`config.mk`:
```
export PLATFORM = sky130hd
export DESIGN_NAME = midi_note_arpeggiator_unit
export DESIGN_NICKNAME = d
export VERILOG_FILES = /design/src/rtl/mna_pkg.sv /design/src/rtl/midi_note_arpeggiator_unit.sv /design/src/rtl/mna_cell.sv /design/src/rtl/mna_step.sv
export SDC_FILE = /design/constraint.sdc
export NUM_CORES = 1
export LEC_CHECK = 0
export ABC_AREA = 1
export BUFFER_PORTS_ARGS = -buffer_cell sky130_fd_sc_hd__clkbuf_2
export CAP_MARGIN = 30
export CORE_MARGIN = 2
export CORE_UTILIZATION = 50
export DETAILED_ROUTE_END_ITERATION = 7
export HOLD_SLACK_MARGIN = 0.15
export PLACE_DENSITY = 0.77
export SKIP_LAST_GASP = 1
export SYNTH_ARGS = -nofsm -noshare
export SYNTH_HDL_FRONTEND = slang
export SYNTH_SLANG_ARGS = --single-unit
export TNS_END_PERCENT = 5
```
`constraint.sdc`:
```
create_clock -name clk -period 3.2 [get_ports clk]
set_input_delay 0.8 -clock clk [delete_from_list [all_inputs] [get_ports clk]]
set_output_delay 0.8 -clock clk [all_outputs]
set_load 0.02 [all_outputs]
```
`src/rtl/mna_pkg.sv`:
```
// Shared constants and codes for the MIDI note arpeggiator.
`timescale 1ns / 1ps
package mna_pkg;

  localparam int NoteW = 7;
  localparam int PeriodW = 11;

  localparam logic [1:0] MODE_MIDI = 2'd0;
  localparam logic [1:0] MODE_TICK = 2'd1;
  localparam logic [1:0] MODE_STOP = 2'd2;

  localparam logic [3:0] STAT_NOTE_ON = 4'h9;
  localparam logic [3:0] STAT_NOTE_OFF = 4'h8;

  localparam logic [2:0] PAT_UP = 3'd0;
  localparam logic [2:0] PAT_DOWN = 3'd1;
  localparam logic [2:0] PAT_REP2 = 3'd2;
  localparam logic [2:0] PAT_UPDOWN = 3'd3;
  localparam logic [2:0] PAT_DOWNUP = 3'd4;
  localparam logic [2:0] PAT_REP3 = 3'd5;

  localparam logic [0:0] REG_PATTERN = 1'b0;
  localparam logic [0:0] REG_PERIOD = 1'b1;

  localparam logic [NoteW-1:0] ON_VELOCITY = 7'd100;
  localparam logic [PeriodW-1:0] ELAPSED_MAX = 11'd2047;
  localparam logic [PeriodW-1:0] PERIOD_RESET = 11'd500;

  localparam logic KIND_ON = 1'b0;
  localparam logic KIND_OFF = 1'b1;

endpackage

```
`src/rtl/midi_note_arpeggiator_unit.sv`:
```
// Top level of the MIDI note arpeggiator.
// Input channel (in_valid / in_stall): mode 0 carries a MIDI event, mode 1 a
// one millisecond tick, mode 2 a stop command. Results leave on the output
// channel (out_valid / out_stall) as note-on or note-off messages, with
// last_of_run marking the final transfer caused by one input.
// Held notes live in a chain of MAX_NOTES cells that shift toward cell 0.
// A note-on, a tick without a beat and any ignored item cause no stall.
// A note-off walks the chain once in the remove state, one cell per cycle,
// then the emit state loads its note-off into the output register; in_stall
// stays high meanwhile. A beat loads its note-on from the emit state, which
// stalls the input. A stop presents one note-off per cycle while the output
// is not stalled, straight from the chain head, stalling until all are sent.
// An item may be accepted while a finished result waits in the output register.
// When out_stall is high with out_valid set, the output register holds and the work that needs
// it waits, adding those cycles to the stall. The configuration port is
// always ready; write it only while idle.
// Reset (rst, synchronous) empties the list, clears the pattern state and
// the tick counter, and restores pattern 0 and a 500 ms beat.
`timescale 1ns / 1ps
module midi_note_arpeggiator_unit
  import mna_pkg::*;
#(
  parameter int MAX_NOTES = 16
) (
  input  logic             clk,
  input  logic             rst,
  input  logic             in_valid,
  output logic             in_stall,
  input  logic [1:0]       mode,
  input  logic [7:0]       status_byte,
  input  logic [NoteW-1:0] note_number,
  input  logic [NoteW-1:0] velocity,
  output logic             out_valid,
  input  logic             out_stall,
  output logic             out_kind,
  output logic [NoteW-1:0] out_note,
  output logic [NoteW-1:0] out_velocity,
  output logic             last_of_run,
  input  logic             cfg_valid,
  output logic             cfg_ready,
  input  logic [0:0]       cfg_index,
  input  logic [10:0]      cfg_data
);

  localparam int IW = (MAX_NOTES > 1) ? $clog2(MAX_NOTES) : 1;
  localparam int CW = $clog2(MAX_NOTES + 1);

  localparam logic [1:0] ST_IDLE = 2'd0;
  localparam logic [1:0] ST_REMOVE = 2'd1;
  localparam logic [1:0] ST_STOP = 2'd2;
  localparam logic [1:0] ST_EMIT = 2'd3;

  logic [1:0]         state;
  logic [2:0]         pattern;
  logic [PeriodW-1:0] period;
  logic [CW-1:0]      count;
  logic [IW-1:0]      idx;
  logic [1:0]         rep;
  logic               up;
  logic [PeriodW-1:0] elapsed;
  logic [CW-1:0]      len;
  logic [IW-1:0]      pos;
  logic [NoteW-1:0]   rm_note;
  logic               pend_kind;

  logic [NoteW-1:0]   cells [MAX_NOTES];
  logic [MAX_NOTES-1:0] cell_load;
  logic [NoteW-1:0]   cell_din;
  logic               shift;

  logic               accept;
  logic               slot_free;
  logic               out_load;
  logic [3:0]         stat;
  logic               is_on;
  logic               is_off;
  logic [PeriodW-1:0] elapsed_inc;
  logic               beat;
  logic [IW-1:0]      step_idx;
  logic [1:0]         step_rep;
  logic               step_up;
  logic [NoteW-1:0]   head;
  logic               keep;
  logic [CW-1:0]      len_next;
  logic               walk_last;

  assign cfg_ready = 1'b1;
  assign in_stall = (state != ST_IDLE);
  assign accept = in_valid && !in_stall;
  assign slot_free = !out_valid || !out_stall;
  assign out_load = slot_free && (state == ST_STOP || state == ST_EMIT);
  assign stat = status_byte[7:4];
  assign is_on = (stat == STAT_NOTE_ON) && (velocity != '0);
  assign is_off = (stat == STAT_NOTE_OFF) || (stat == STAT_NOTE_ON);
  assign elapsed_inc = (elapsed < ELAPSED_MAX) ? elapsed + PeriodW'(1) : ELAPSED_MAX;
  assign beat = (elapsed_inc >= period);
  assign head = cells[0];
  assign keep = (head != rm_note);
  assign len_next = keep ? len : len - CW'(1);
  assign walk_last = (CW'(pos) == count - CW'(1));

  mna_step #(
    .IW(IW),
    .CW(CW)
  ) u_step (
    .pattern (pattern),
    .count   (count),
    .idx     (idx),
    .rep     (rep),
    .up      (up),
    .idx_next(step_idx),
    .rep_next(step_rep),
    .up_next (step_up)
  );

  // chain control
  always_comb begin
    shift = 1'b0;
    cell_din = note_number;
    cell_load = '0;
    unique case (state)
      ST_IDLE: begin
        if (accept && mode == MODE_MIDI && is_on && count < CW'(MAX_NOTES)) begin
          for (int i = 0; i < MAX_NOTES; i++) begin
            cell_load[i] = (CW'(i) == count);
          end
        end
      end
      ST_REMOVE: begin
        shift = 1'b1;
        cell_din = head;
        for (int i = 0; i < MAX_NOTES; i++) begin
          cell_load[i] = keep && (CW'(i) == len - CW'(1));
        end
      end
      ST_STOP: shift = slot_free;
      default: shift = 1'b0;
    endcase
  end

  for (genvar g = 0; g < MAX_NOTES; g++) begin : g_cell
    logic [NoteW-1:0] right;
    if (g == MAX_NOTES - 1) begin : g_end
      assign right = cells[g];
    end else begin : g_mid
      assign right = cells[g+1];
    end
    mna_cell u_cell (
      .clk       (clk),
      .load      (cell_load[g]),
      .shift     (shift),
      .load_note (cell_din),
      .right_note(right),
      .note      (cells[g])
    );
  end

  always_ff @(posedge clk) begin
    if (rst) begin
      pattern <= PAT_UP;
      period <= PERIOD_RESET;
    end else if (cfg_valid && cfg_ready) begin
      unique case (cfg_index)
        REG_PATTERN: pattern <= cfg_data[2:0];
        REG_PERIOD: period <= cfg_data;
        default: ;
      endcase
    end
  end

  always_ff @(posedge clk) begin
    if (rst) begin
      state <= ST_IDLE;
      count <= '0;
      idx <= '0;
      rep <= '0;
      up <= 1'b1;
      elapsed <= '0;
      len <= '0;
      pos <= '0;
      out_valid <= 1'b0;
    end else begin
      if (out_valid && !out_stall && !out_load) begin
        out_valid <= 1'b0;
      end
      unique case (state)
        ST_IDLE: begin
          if (accept) begin
            unique case (mode)
              MODE_MIDI: begin
                if (is_on) begin
                  if (count < CW'(MAX_NOTES)) begin
                    count <= count + CW'(1);
                  end
                end else if (is_off) begin
                  rm_note <= note_number;
                  pend_kind <= KIND_OFF;
                  len <= count;
                  pos <= '0;
                  state <= (count == '0) ? ST_EMIT : ST_REMOVE;
                end
              end
              MODE_TICK: begin
                if (beat) begin
                  elapsed <= '0;
                  if (count != '0) begin
                    idx <= step_idx;
                    rep <= step_rep;
                    up <= step_up;
                    pend_kind <= KIND_ON;
                    state <= ST_EMIT;
                  end
                end else begin
                  elapsed <= elapsed_inc;
                end
              end
              MODE_STOP: begin
                pos <= '0;
                if (count != '0) begin
                  state <= ST_STOP;
                end
              end
              default: ;
            endcase
          end
        end
        ST_REMOVE: begin
          len <= len_next;
          pos <= pos + IW'(1);
          if (walk_last) begin
            count <= len_next;
            if (CW'(idx) >= len_next) begin
              idx <= (len_next == '0) ? '0 : IW'(len_next - CW'(1));
            end
            state <= ST_EMIT;
          end
        end
        ST_STOP: begin
          if (slot_free) begin
            out_valid <= 1'b1;
            out_kind <= KIND_OFF;
            out_note <= head;
            out_velocity <= '0;
            last_of_run <= walk_last;
            pos <= pos + IW'(1);
            if (walk_last) begin
              count <= '0;
              idx <= '0;
              rep <= '0;
              up <= 1'b1;
              state <= ST_IDLE;
            end
          end
        end
        ST_EMIT: begin
          if (slot_free) begin
            out_valid <= 1'b1;
            out_kind <= pend_kind;
            out_note <= (pend_kind == KIND_OFF) ? rm_note : cells[idx];
            out_velocity <= (pend_kind == KIND_OFF) ? '0 : ON_VELOCITY;
            last_of_run <= 1'b1;
            state <= ST_IDLE;
          end
        end
        default: state <= ST_IDLE;
      endcase
    end
  end

endmodule

```
`src/rtl/mna_cell.sv`:
```
// One cell of the held-note chain: holds a note, loads or takes its neighbor's note.
`timescale 1ns / 1ps
module mna_cell
  import mna_pkg::*;
(
  input  logic             clk,
  input  logic             load,
  input  logic             shift,
  input  logic [NoteW-1:0] load_note,
  input  logic [NoteW-1:0] right_note,
  output logic [NoteW-1:0] note
);

  always_ff @(posedge clk) begin
    if (load) begin
      note <= load_note;
    end else if (shift) begin
      note <= right_note;
    end
  end

endmodule

```
`src/rtl/mna_step.sv`:
```
// Pattern stepper: next play index, repeat count and direction for one beat.
`timescale 1ns / 1ps
module mna_step
  import mna_pkg::*;
#(
  parameter int IW = 4,
  parameter int CW = 5
) (
  input  logic [2:0]    pattern,
  input  logic [CW-1:0] count,
  input  logic [IW-1:0] idx,
  input  logic [1:0]    rep,
  input  logic          up,
  output logic [IW-1:0] idx_next,
  output logic [1:0]    rep_next,
  output logic          up_next
);

  logic [CW-1:0] last;
  logic [CW-1:0] idx_w;
  logic [CW-1:0] inc_wrap;
  logic [CW-1:0] sel;
  logic [1:0]    limit;

  always_comb begin
    last = count - CW'(1);
    idx_w = CW'(idx);
    inc_wrap = (idx_w >= last) ? '0 : idx_w + CW'(1);
    limit = (pattern == PAT_REP2) ? 2'd1 : 2'd2;
    sel = idx_w;
    rep_next = rep;
    up_next = up;
    unique case (pattern) inside
      PAT_DOWN: sel = (idx_w == '0) ? last : idx_w - CW'(1);
      PAT_REP2, PAT_REP3: begin
        if (rep < limit) begin
          rep_next = rep + 2'd1;
        end else begin
          rep_next = 2'd0;
          sel = inc_wrap;
        end
      end
      PAT_UPDOWN, PAT_DOWNUP: begin
        if (count < CW'(2)) begin
          sel = '0;
        end else if (up) begin
          if (idx_w < last) begin
            sel = idx_w + CW'(1);
          end else begin
            up_next = 1'b0;
            sel = idx_w - CW'(1);
          end
        end else begin
          if (idx_w > '0) begin
            sel = idx_w - CW'(1);
          end else begin
            up_next = 1'b1;
            sel = idx_w + CW'(1);
          end
        end
      end
      default: sel = inc_wrap;
    endcase
    if (sel >= count) begin
      sel = last;
    end
    idx_next = sel[IW-1:0];
  end

endmodule
```
==> results.cfg, run 1 <==
[die]
fp.dieArea_um2 = 23600
start_util_pct = 51.1
num_io_pins = 60
fp.dieH_um = 154
die_w_um = 154
coreArea_um2 = 21900
rows = 54

[timing]
max_slew_margin_pct = 42.3
worst_slack_ns = -0.125
fmax_mhz = 301
maxSlewViolCount = 0
worstMarginPinSlew_ns = 0.857
tns_ns = -0.355
fin_skew_ns = 0.0182
finalCritPeriodShare_pct = 104
rsz0062_at_grt = true
layout_min_cycle_time_ns = 3.33
hold_violations = 0
setup_viol = 5

[clock_tree]
numCtsBuffers = 17
htreeDepth = 4
path_clk_slew_ns = 0.08
clk_path_buf_depth = 2
cts_tree = built
cts.sinks = 179
root_buffer = clkbuf_16
clock_latency_ns = 0.45

[synth]
synth_edf_count = 130
syn_avg_cell_area_um2 = 7.71
ys_types = 53
async_flop_share_pct = 0
ys_seq_area_share_pct = 43.6
netlist_instances = 1451
yosys_most_used_dff = edfxtp_1
ys_seq_elements = 179
yosysWarnings = 0
syn-cell-area_um2 = 11200

[cells_and_area]
nets = 1635
syn_to_final_growth_pct = 14.9
drive_gt1_share_pct = 14.5
fill_cells = 1881
layout.cells.non_filler = 1837

[drt]
wl_per_cell_um = 17.3
drc = 0
antenna_left = 0
route.vias.total = 10660
vias_per_cell = 5.80
maxUsedRoutingLayer = met4
dr_wl_met3_um = 3140
drt-met1-wl_um = 12500
wl_met2_um = 14900
finalWirelength_um = 31800
first_pass_iters = 5
drt_iter0_drc = 1039

[setup_path]
crit_arrival_ns = 3.66
worstSetupEndpointType = flop
ff2ff_setup_slack_ns = -0.13
crit_end = up
r2r_end = up
regToRegStartpoint = count[0]
crit_type = reg2reg
rr_worst_depth = 24
required_ns = 3.54
critPathLaunch = count[0]
crit_path_start_kind = flop
crit_path_max_fanout = 4

[power]
p_leak_nw = 5.63
ir_worst_vdd_uv = 381
power_density_nw_per_um2 = 730

[outcome]
outcome = finished with violations
violations = setup timing

[global_route]
grt_antenna_before_repair = 1
grt_overflow = 0
gr-usage-all-layers_pct = 26.9
grt_pass1_vias = 10183
grt_max_degree = 79
grt_pass1_wl_um = 50900

[run]
maxCapViolCount = 0

[place]
hpwl_um = 22500
place_congestion = 0.915
dp.cells = 1786
numPortBuffers = 50

[hold_path]
hp-class = reg2reg
[per-stage QoR]
| step | cell area (um2) | setup slack (ns) | power [mW] | util [%] | hold slack, ns |
|---|---|---|---|---|---|
| after floorplan | 11300 | 0.0215 | 5.80 | - | 0.435 |
| after global placement | 12100 | -0.0641 | 6.92 | 55.1 | 0.451 |
| after detailed placement | 12100 | -0.190 | 7.04 | 55.1 | 0.456 |
| after CTS | 12800 | -0.0663 | 9.26 | 58.6 | 0.471 |
| after global routing | 12900 | -0.291 | 9.88 | 58.7 | 0.489 |
| final | 12900 | -0.125 | 9.38 | 58.8 | 0.468 |
[area by class of cell]
cell class	count	area [um2]	area share, %
clock inverters	15	168	1.30
multi-input cells	1026	5430	42.2
clock buffers	17	425	3.31
repair buffers	136	900	6.99
well taps	280	350	2.72
diodes	1	2.50	0.0195
flip-flops and latches	179	4890	38.0
inverters	183	694	5.40
[worst max-delay path, stage by stage, from the launching register on]
cell and delay (ns):
dfxtp_4 0.37, inv_6 0.05, ha_4 0.17, xnor2_4 0.14
ha_4 0.29, nand2_2 0.06, nor2_4 0.11, nand4_4 0.10
buf_6 0.14, nand3_2 0.07, nand2_1 0.08, buf_4 0.14
buf_4 0.12, buf_4 0.12, buf_4 0.12, buf_4 0.12
buf_4 0.12, buf_4 0.12, buf_4 0.12, buf_4 0.12
buf_4 0.12, buf_4 0.13, buf_4 0.13, nor2_1 0.09
o21ai_1 0.06
[metal layers]
metal  up-vias  GRT usage, %
met4         0          11.7
met5         -             0
met1      4917          34.1
met3       101          5.30
li1       5062             -
met2       580          44.8
[cells in the mapped netlist, types with 2 or more instances]
cell type  number  share of area [%]
o21a_1          2               0.13
a211oi_1        6               0.40
buf_1           4               0.13
and3_1          2               0.11
a31oi_1        11               0.61
nand3_1        62                2.8
xnor2_1         6               0.47
buf_2          13               0.58
nor4_1          3               0.17
buf_4          13               0.87
o311ai_0        2               0.16
o22ai_1         3               0.17
xor2_1         10               0.78
o21ai_1        12               0.54
conb_1          2              0.067
nand3_2         5               0.45
nand2_1       391                 13
o211ai_1       12               0.80
nor3b_1         2               0.13
o221ai_1        5               0.39
o21ai_2         2               0.16
nor2_4          3               0.30
inv_2           7               0.23
nor3_1         12               0.54
nand4_1        21                1.2
ha_1           51                5.7
nand2_2         8               0.45
o31ai_1         7               0.47
a21oi_2         2               0.16
a21oi_1       137                6.1
nor2_1         65                2.2
edfxtp_1      130                 35
dfxtp_1        49                8.8
clkbuf_1       35                1.2
o21ai_0       163                7.3
inv_1         176                5.9
[flip-flops by register name, summed over array words and instances (netlist names), 3 cells and up]
register            cells
out_note                7
elapsed                11
rm_note                 7
idx                     4
pos                     4
period                 11
len                     5
pattern                 3
g_cell.u_cell.note    112
count                   5
[worst min-delay path by stage]
stage                     from    endpoint  slack, ns  depth (start not counted)
floorplan           period[10]  period[10]       0.44                          2
global placement     period[3]   period[3]       0.45                          2
detailed placement   period[3]   period[3]       0.46                          2
CTS                  period[3]   period[3]       0.47                          2
global route         period[3]   period[3]       0.49                          2
finish               period[3]   period[3]       0.47                          2
[timing repair]
action                     in CTS  in global routing
pin swaps                      18                 10
hold buffers                    0                  0
setup endpoints to repair       5                 21
setup buffers                  17                  1
resized for setup              13                  5
[placed cells by master, fill, tap and decap left out, types with 4 or more instances in the layout]
cell       synthesis  routed
ha_1              51      46
o21ai_0          163     163
a21oi_1          137     134
o21ai_1           12      12
o31ai_1            7       6
ha_4               0       4
inv_6              0       6
nand3_2            5       7
nand4_1           21      21
inv_1            176     173
nand3_1           62      60
clkbuf_16          0      17
a211oi_1           6       6
xor2_1            10      10
nand2_1          391     388
nor2_1            65      64
edfxtp_1         130     130
buf_4             13      85
a21oi_2            2       5
o211ai_1          12      12
dfxtp_1           49      46
nor3_1            12      11
xnor2_1            6       6
a31oi_1           11      11
o221ai_1           5       5
nand2_2            8      11
clkbuf_2           0      50
inv_2              7       8
conb_1             2       5
[report_power, final]
part           total [mW]  internal, mW  switching [mW]
sequential           3.28          3.06           0.217
combinational        3.96          1.26            2.69
clock                2.15          1.11            1.03
total                9.38          5.44            3.94
[kinds of logic after synthesis]
| logic type | share of synthesized area, % |
|---|---|
| muxes | 0.0894 |
| other | 0.0671 |
| adders and majority gates | 5.70 |
| buffers and inverters | 9.00 |
| AOI/OAI and AO/OA | 18.0 |
| DFF | 43.6 |
| xor gates and xnor gates | 1.54 |
| and+or+nand+nor | 22.0 |
(Power assumes the default switching activity.)
==> run 2: changes to the inputs <==
--- a/config.mk
+++ b/config.mk
@@ -8,11 +8,13 @@
 export ABC_AREA = 1
 export BUFFER_PORTS_ARGS = -buffer_cell sky130_fd_sc_hd__clkbuf_2
 export CAP_MARGIN = 30
+export CELL_PAD_IN_SITES_DETAIL_PLACEMENT = 0
+export CELL_PAD_IN_SITES_GLOBAL_PLACEMENT = 1
 export CORE_MARGIN = 2
-export CORE_UTILIZATION = 50
+export CORE_UTILIZATION = 42
 export DETAILED_ROUTE_END_ITERATION = 7
 export HOLD_SLACK_MARGIN = 0.15
-export PLACE_DENSITY = 0.77
+export PLACE_DENSITY = 0.84
 export SKIP_LAST_GASP = 1
 export SYNTH_ARGS = -nofsm -noshare
 export SYNTH_HDL_FRONTEND = slang
==> run 2 against run 1 <==
Net effect: the run still ends with setup timing left; register-to-register slack better by 0.04 ns; sequential cell count unchanged; combinational power down 1%; setup slack better by 0.041 ns; non-clock buffer count down 3; hold slack better by 0.0091 ns; sequential share of layout area down 0.29 points; clock skew down 0.0036 ns; fmax up 1.2%; critical endpoint is now idx[2]; die area up 19%; sequential power about the same; clock power up 2%.
==> results.cfg, run 2 (synthesized netlist as in run 1, its figures left out) <==
[clock_tree]
clock_latency_ns = 0.45
numCtsBuffers = 17
path_clk_slew_ns = 0.08
cts.sinks = 179
clk_path_buf_depth = 2
cts_tree = built
htreeDepth = 4
root_buffer = clkbuf_16
hold_buffers = 0

[cells_and_area]
nets = 1632
layout_commonest_cell = nand2_1
drive_gt1_share_pct = 14.7
diodes = 0
syn_to_final_growth_pct = 15.8
layout_common_cells = 386 x nand2_1, 173 x inv_1, 162 x o21ai_0
largest_reg_flops = 112
top_regs = g_cell.u_cell.note: 112 flops, elapsed: 11 flops, period: 11 flops
layout.cells.non_filler = 1887
top_register = g_cell.u_cell.note
fill_cells = 2501

[outcome]
outcome = finished with violations
violations = setup timing

[global_route]
grt_max_degree = 79
grt.met2_usage_pct = 37.7
grt_use_met3_pct = 2.93
grt_antenna_before_repair = 0
grt_util_met1_pct = 29.4
gr-usage-all-layers_pct = 22.4
grt_pass1_wl_um = 49800
grt_pass1_vias = 9515
busiest_layer = met2
grt_overflow = 0

[power]
pwr-share-comb_pct = 41.7
ir_worst_vdd_uv = 303
p_sw_mw = 3.93
power_density_nw_per_um2 = 725
seqPwrFrac_pct = 34.9
p_leak_nw = 5.63
p_sw_share_pct = 41.8
finalPower_mw = 9.40
p_int_mw = 5.47
clockPowerShare_pct = 23.4

[hold_path]
hp-class = reg2reg

[die]
rows = 59
num_io_pins = 60
fp.dieArea_um2 = 28000
die_w_um = 167
coreArea_um2 = 26100
fp.dieH_um = 167
start_util_pct = 42.8

[place]
numPortBuffers = 50
place_congestion = 0.898
hpwl_um = 23000
dp.cells = 1842

[timing]
worstMarginPinSlew_ns = 0.788
finalCritPeriodShare_pct = 103
rsz0062_at_grt = true
hold_violations = 0
setup_viol = 1
layout_min_cycle_time_ns = 3.28
fmax_mhz = 304
fin_skew_ns = 0.0146
maxSlewViolCount = 0
max_slew_margin_pct = 47.5
worst_slack_ns = -0.0846

[drt]
first_pass_iters = 6
antenna_left = 0
vias_per_cell = 5.39
route.vias.total = 10172
drc = 0
finalWirelength_um = 31400
wl_per_cell_um = 16.6
drt_iter0_drc = 869

[setup_path]
crit_type = reg2reg
crit_arrival_ns = 3.66
ff2ff_setup_slack_ns = -0.08
crit_path_max_fanout = 3
crit_path_max_incr_delay_ns = 0.36
crit_top_cell = buf_4
crit_path_start_kind = flop
required_ns = 3.57
slowest_stage = dfxtp_4
worstSetupEndpointType = flop

[run]
maxCapViolCount = 0
-- run 2: cell type report --
| cell class | count | area, um2 | area share [%] |
|---|---|---|---|
| flip-flops and latches | 179 | 4890 | 37.8 |
| clock inverters | 14 | 185 | 1.43 |
| clock buffers | 17 | 425 | 3.28 |
| multi-input cells | 1026 | 5470 | 42.2 |
| repair buffers | 133 | 873 | 6.74 |
| inverters | 183 | 697 | 5.38 |
| well taps | 335 | 419 | 3.23 |
-- run 2: path summary, 6_finish.rpt --
path / from / end / cells past startpoint
min reg2reg: period[1] / period[1] / 2
max reg2reg: count[1] / idx[2] / 27
min: period[1] / period[1] / 2
max: count[1] / idx[2] / 27
-- run 2: power groups by stage --
stage                     clock [mW]  sequential (mW)  combinational, mW
after floorplan                    0             3.28               2.52
after global placement             0             3.32               3.64
after detailed placement           0             3.32               3.70
after CTS                       2.22             3.28               3.81
after global routing            2.30             3.32               4.33
final                           2.20             3.28               3.92
-- run 2: through the flow --
stage / cell area [um2] / hold WS [ns] / setup WS (ns) / setup TNS [ns] / utilization (%)
3_5_place_dp: 12100 / 0.468 / -0.0711 / -0.234 / 46.4
6_report: 13000 / 0.477 / -0.0846 / -0.0846 / 49.6
4_1_cts: 12900 / 0.478 / -0.0220 / -0.0724 / 49.2
2_1_floorplan: 11300 / 0.435 / 0.0215 / 0 / -
5_1_grt: 13000 / 0.494 / -0.230 / -3.03 / 49.6
3_3_place_gp: 12100 / 0.462 / 0.00769 / 0 / 46.4
-- run 2: critical path, delay by kind of cell, from the launching register on --
family                     cells  cell delay, ns
buffers and inverters         12            1.38
and+or+nand+nor               11            0.78
adders and majority gates      2            0.45
DFF                            1            0.36
xor gates and xnor gates       1            0.15
AOI/OAI and AO/OA              1            0.10
-- run 2: timing repair --
action | 4_1_cts | 5_1_grt
resized for setup | 8 | 18
buffers inserted | 11 | 3
endpoints found under the setup margin | 4 | 21
pin swaps | 9 | 11
-- run 2: layer usage --
metal,part of all wire [%],up-vias
li1,-,5061
met1,44,4735
met2,48,329
met3,5.4,47
met4,2.7,0
met5,0,-
==> run 3: changes to the inputs <==
--- a/config.mk
+++ b/config.mk
@@ -18,5 +18,6 @@
 export SKIP_LAST_GASP = 1
 export SYNTH_ARGS = -nofsm -noshare
 export SYNTH_HDL_FRONTEND = slang
+export SYNTH_HIERARCHICAL = 1
 export SYNTH_SLANG_ARGS = --single-unit
 export TNS_END_PERCENT = 5
==> constraint.sdc (replaced) <==
create_clock -name clk -period 3 [get_ports clk]
set_input_delay 0.75 -clock clk [delete_from_list [all_inputs] [get_ports clk]]
set_output_delay 0.75 -clock clk [all_outputs]
set_load 0.02 [all_outputs]
==> run 3 against run 2 <==
Net effect: utilization grew 0.39 points; critical endpoint is now idx[1]; the flow still finishes with violations (setup timing); critical path type unchanged; highest routed layer unchanged; clock power grew 7%; clock-buffer cell count is the same; first-iteration DRC count shrank 7.1%.
==> results.cfg, run 3 <==
[die]
rows = 61
fp.dieArea_um2 = 29300
fp.dieH_um = 171
num_io_pins = 60
coreArea_um2 = 27600
start_util_pct = 42.5
die_w_um = 171

[timing]
rsz0062_at_grt = true
worst_slack_ns = -0.403
fin_skew_ns = 0.0171
hold_violations = 0
max_slew_margin_pct = 55.1
maxSlewViolCount = 0
layout_min_cycle_time_ns = 3.40
tns_ns = -1.51
worstMarginPinSlew_ns = 0.672
setup_viol = 4
fmax_mhz = 294
finalCritPeriodShare_pct = 113

[setup_path]
regToRegStartpoint = count[0]
crit_type = reg2reg
required_ns = 3.34
worstSetupEndpointType = flop
crit_arrival_ns = 3.74
r2r_end = idx[1]
rr_worst_depth = 23
ff2ff_setup_slack_ns = -0.40
crit_path_max_fanout = 8
crit_path_start_kind = flop

[drt]
drt_iter0_drc = 807
drc = 0
antenna_left = 0
route.vias.total = 10659
finalWirelength_um = 31900
vias_per_cell = 5.07
first_pass_iters = 5
wl_per_cell_um = 15.2

[synth]
yosysTopAreaCell = edfxtp_1
yosys_most_used_dff = edfxtp_1
synth_edf_count = 130
async_flop_share_pct = 0
syn-cell-area_um2 = 11700
yosysTopAreaCellShare_pct = 33.3
synth.area.top_cells = edfxtp_1 33%, nand2_1 19%, dfxtp_1 8.4%, ha_1 5.5%, o21ai_0 5.3%
yosysWarnings = 6
synthMostInstantiatedCell = nand2_1
netlist_instances = 1571
ys_seq_elements = 179
syn_avg_cell_area_um2 = 7.47
synth_common_cells = 588 x nand2_1, 130 x edfxtp_1, 125 x o21ai_0
ys_types = 52
ys_seq_area_share_pct = 41.6

[hold_path]
min_path_cells = 2
hp-class = reg2reg
min_from = elapsed[4]
hold_end = elapsed[4]

[power]
clockPowerShare_pct = 21.0
p_sw_mw = 4.83
power_density_nw_per_um2 = 813
p_leak_nw = 6.29
ir_worst_vdd_uv = 419
p_sw_share_pct = 43.1
seqPwrFrac_pct = 32.9
pwr-share-comb_pct = 46.1
finalPower_mw = 11.2
p_int_mw = 6.39

[place]
hpwl_um = 24100
placed_area_um2 = 13100
numPortBuffers = 50
dp_slack_ns = -0.602
place_congestion = 0.917

[clock_tree]
path_clk_slew_ns = 0.08
cts.sinks = 179
clock_latency_ns = 0.45
htreeDepth = 4
hold_buffers = 0
cts_tree = built
numCtsBuffers = 17
clk_path_buf_depth = 2
root_buffer = clkbuf_16

[global_route]
grt_antenna_before_repair = 0
grt_pass1_wl_um = 51900
grt_pass1_vias = 10240
grt_max_degree = 52
gr-usage-all-layers_pct = 22.5
grt_overflow = 0

[run]
maxCapViolCount = 0

[cells_and_area]
drive_gt1_share_pct = 17.9
top_regs = g_cell.u_cell/note: 112 flops, elapsed: 11 flops, period: 11 flops
syn_to_final_growth_pct = 17.6
final_area_um2 = 13800
nets = 1805
diodes = 0
largest_reg_flops = 112
layout_commonest_cell = nand2_1
top_register = g_cell.u_cell/note
layout_common_cells = 584 x nand2_1, 130 x edfxtp_1, 128 x buf_4

[outcome]
violations = setup timing
outcome = finished with violations
[run 3: what timing repair did]
item | in CTS | in global routing
pin swaps | 8 | 21
gates resized for setup | 6 | 9
setup buffers | 3 | 2
setup endpoints to repair | 4 | 21
gates cloned | 0 | 0
[run 3: worst max-delay path by stage]
| stage | from | end | cells past startpoint |
|---|---|---|---|
| 6_report | count[0] | idx[1] | 23 |
| 5_1_grt | count[0] | idx[1] | 23 |
| 4_1_cts | count[0] | idx[0] | 24 |
| 3_5_place_dp | count[1] | idx[0] | 23 |
| 3_3_place_gp | count[1] | idx[0] | 23 |
| 2_1_floorplan | count[0] | idx[2] | 25 |
[run 3: kinds of logic after synthesis]
logic type	after synthesis	share of synthesized area, %
fa+ha+maj	52	5.54
other cells	2	0.0640
simple gates	856	31.0
flops	179	41.6
xor+xnor	16	1.19
buf+inv	214	8.27
compound gates	252	12.3
[run 3: cell type report]
class	count	area (um2)
sequential	179	4890
clock inverter	15	203
inverter	153	582
timing repair buffer	180	1250
fill	2760	13800
clock buffer	17	425
tap	378	473
multi-input combinational	1181	5980
[run 3: worst max-delay path, stage by stage (launching register included)]
cell,delay (ns)
dfxtp_4,0.37
inv_6,0.03
ha_4,0.15
xnor2_2,0.14
ha_1,0.33
nand2_2,0.08
nor2_4,0.12
nand4_4,0.14
buf_4,0.18
nand4_1,0.11
nand2_1,0.07
nand2_1,0.08
nand3_2,0.08
and2_4,0.16
ha_4,0.15
a21o_1,0.18
a221oi_2,0.23
and3_4,0.26
or2_4,0.13
nand2_2,0.03
nand2_1,0.06
nand4_1,0.10
nor2_1,0.12
nor2_1,0.05
[run 3: layer usage]
layer	part of all wire [%]	up-vias	track usage [%]
li1	-	5440	-
met1	46	4967	29.6
met2	48	216	38.9
met3	3.7	36	2.67
met4	1.8	0	6.37
met5	0	-	0
[run 3: per-stage QoR]
stage	util [%]	cells	hold WS, ns
after detailed placement	47.4	2066	0.456
after floorplan	-	1574	0.435
after CTS	49.8	2101	0.467
after global placement	47.4	2066	0.454
after global routing	50.0	2103	0.484
final	50.0	2103	0.466
[run 3: power by group through the flow]
stage / clock, mW / sequential (mW) / combinational, mW
2_1_floorplan: 0 / 3.69 / 3.28
3_3_place_gp: 0 / 3.75 / 5.00
3_5_place_dp: 0 / 3.75 / 5.05
4_1_cts: 2.41 / 3.70 / 5.11
5_1_grt: 2.50 / 3.75 / 5.78
6_report: 2.36 / 3.70 / 5.17
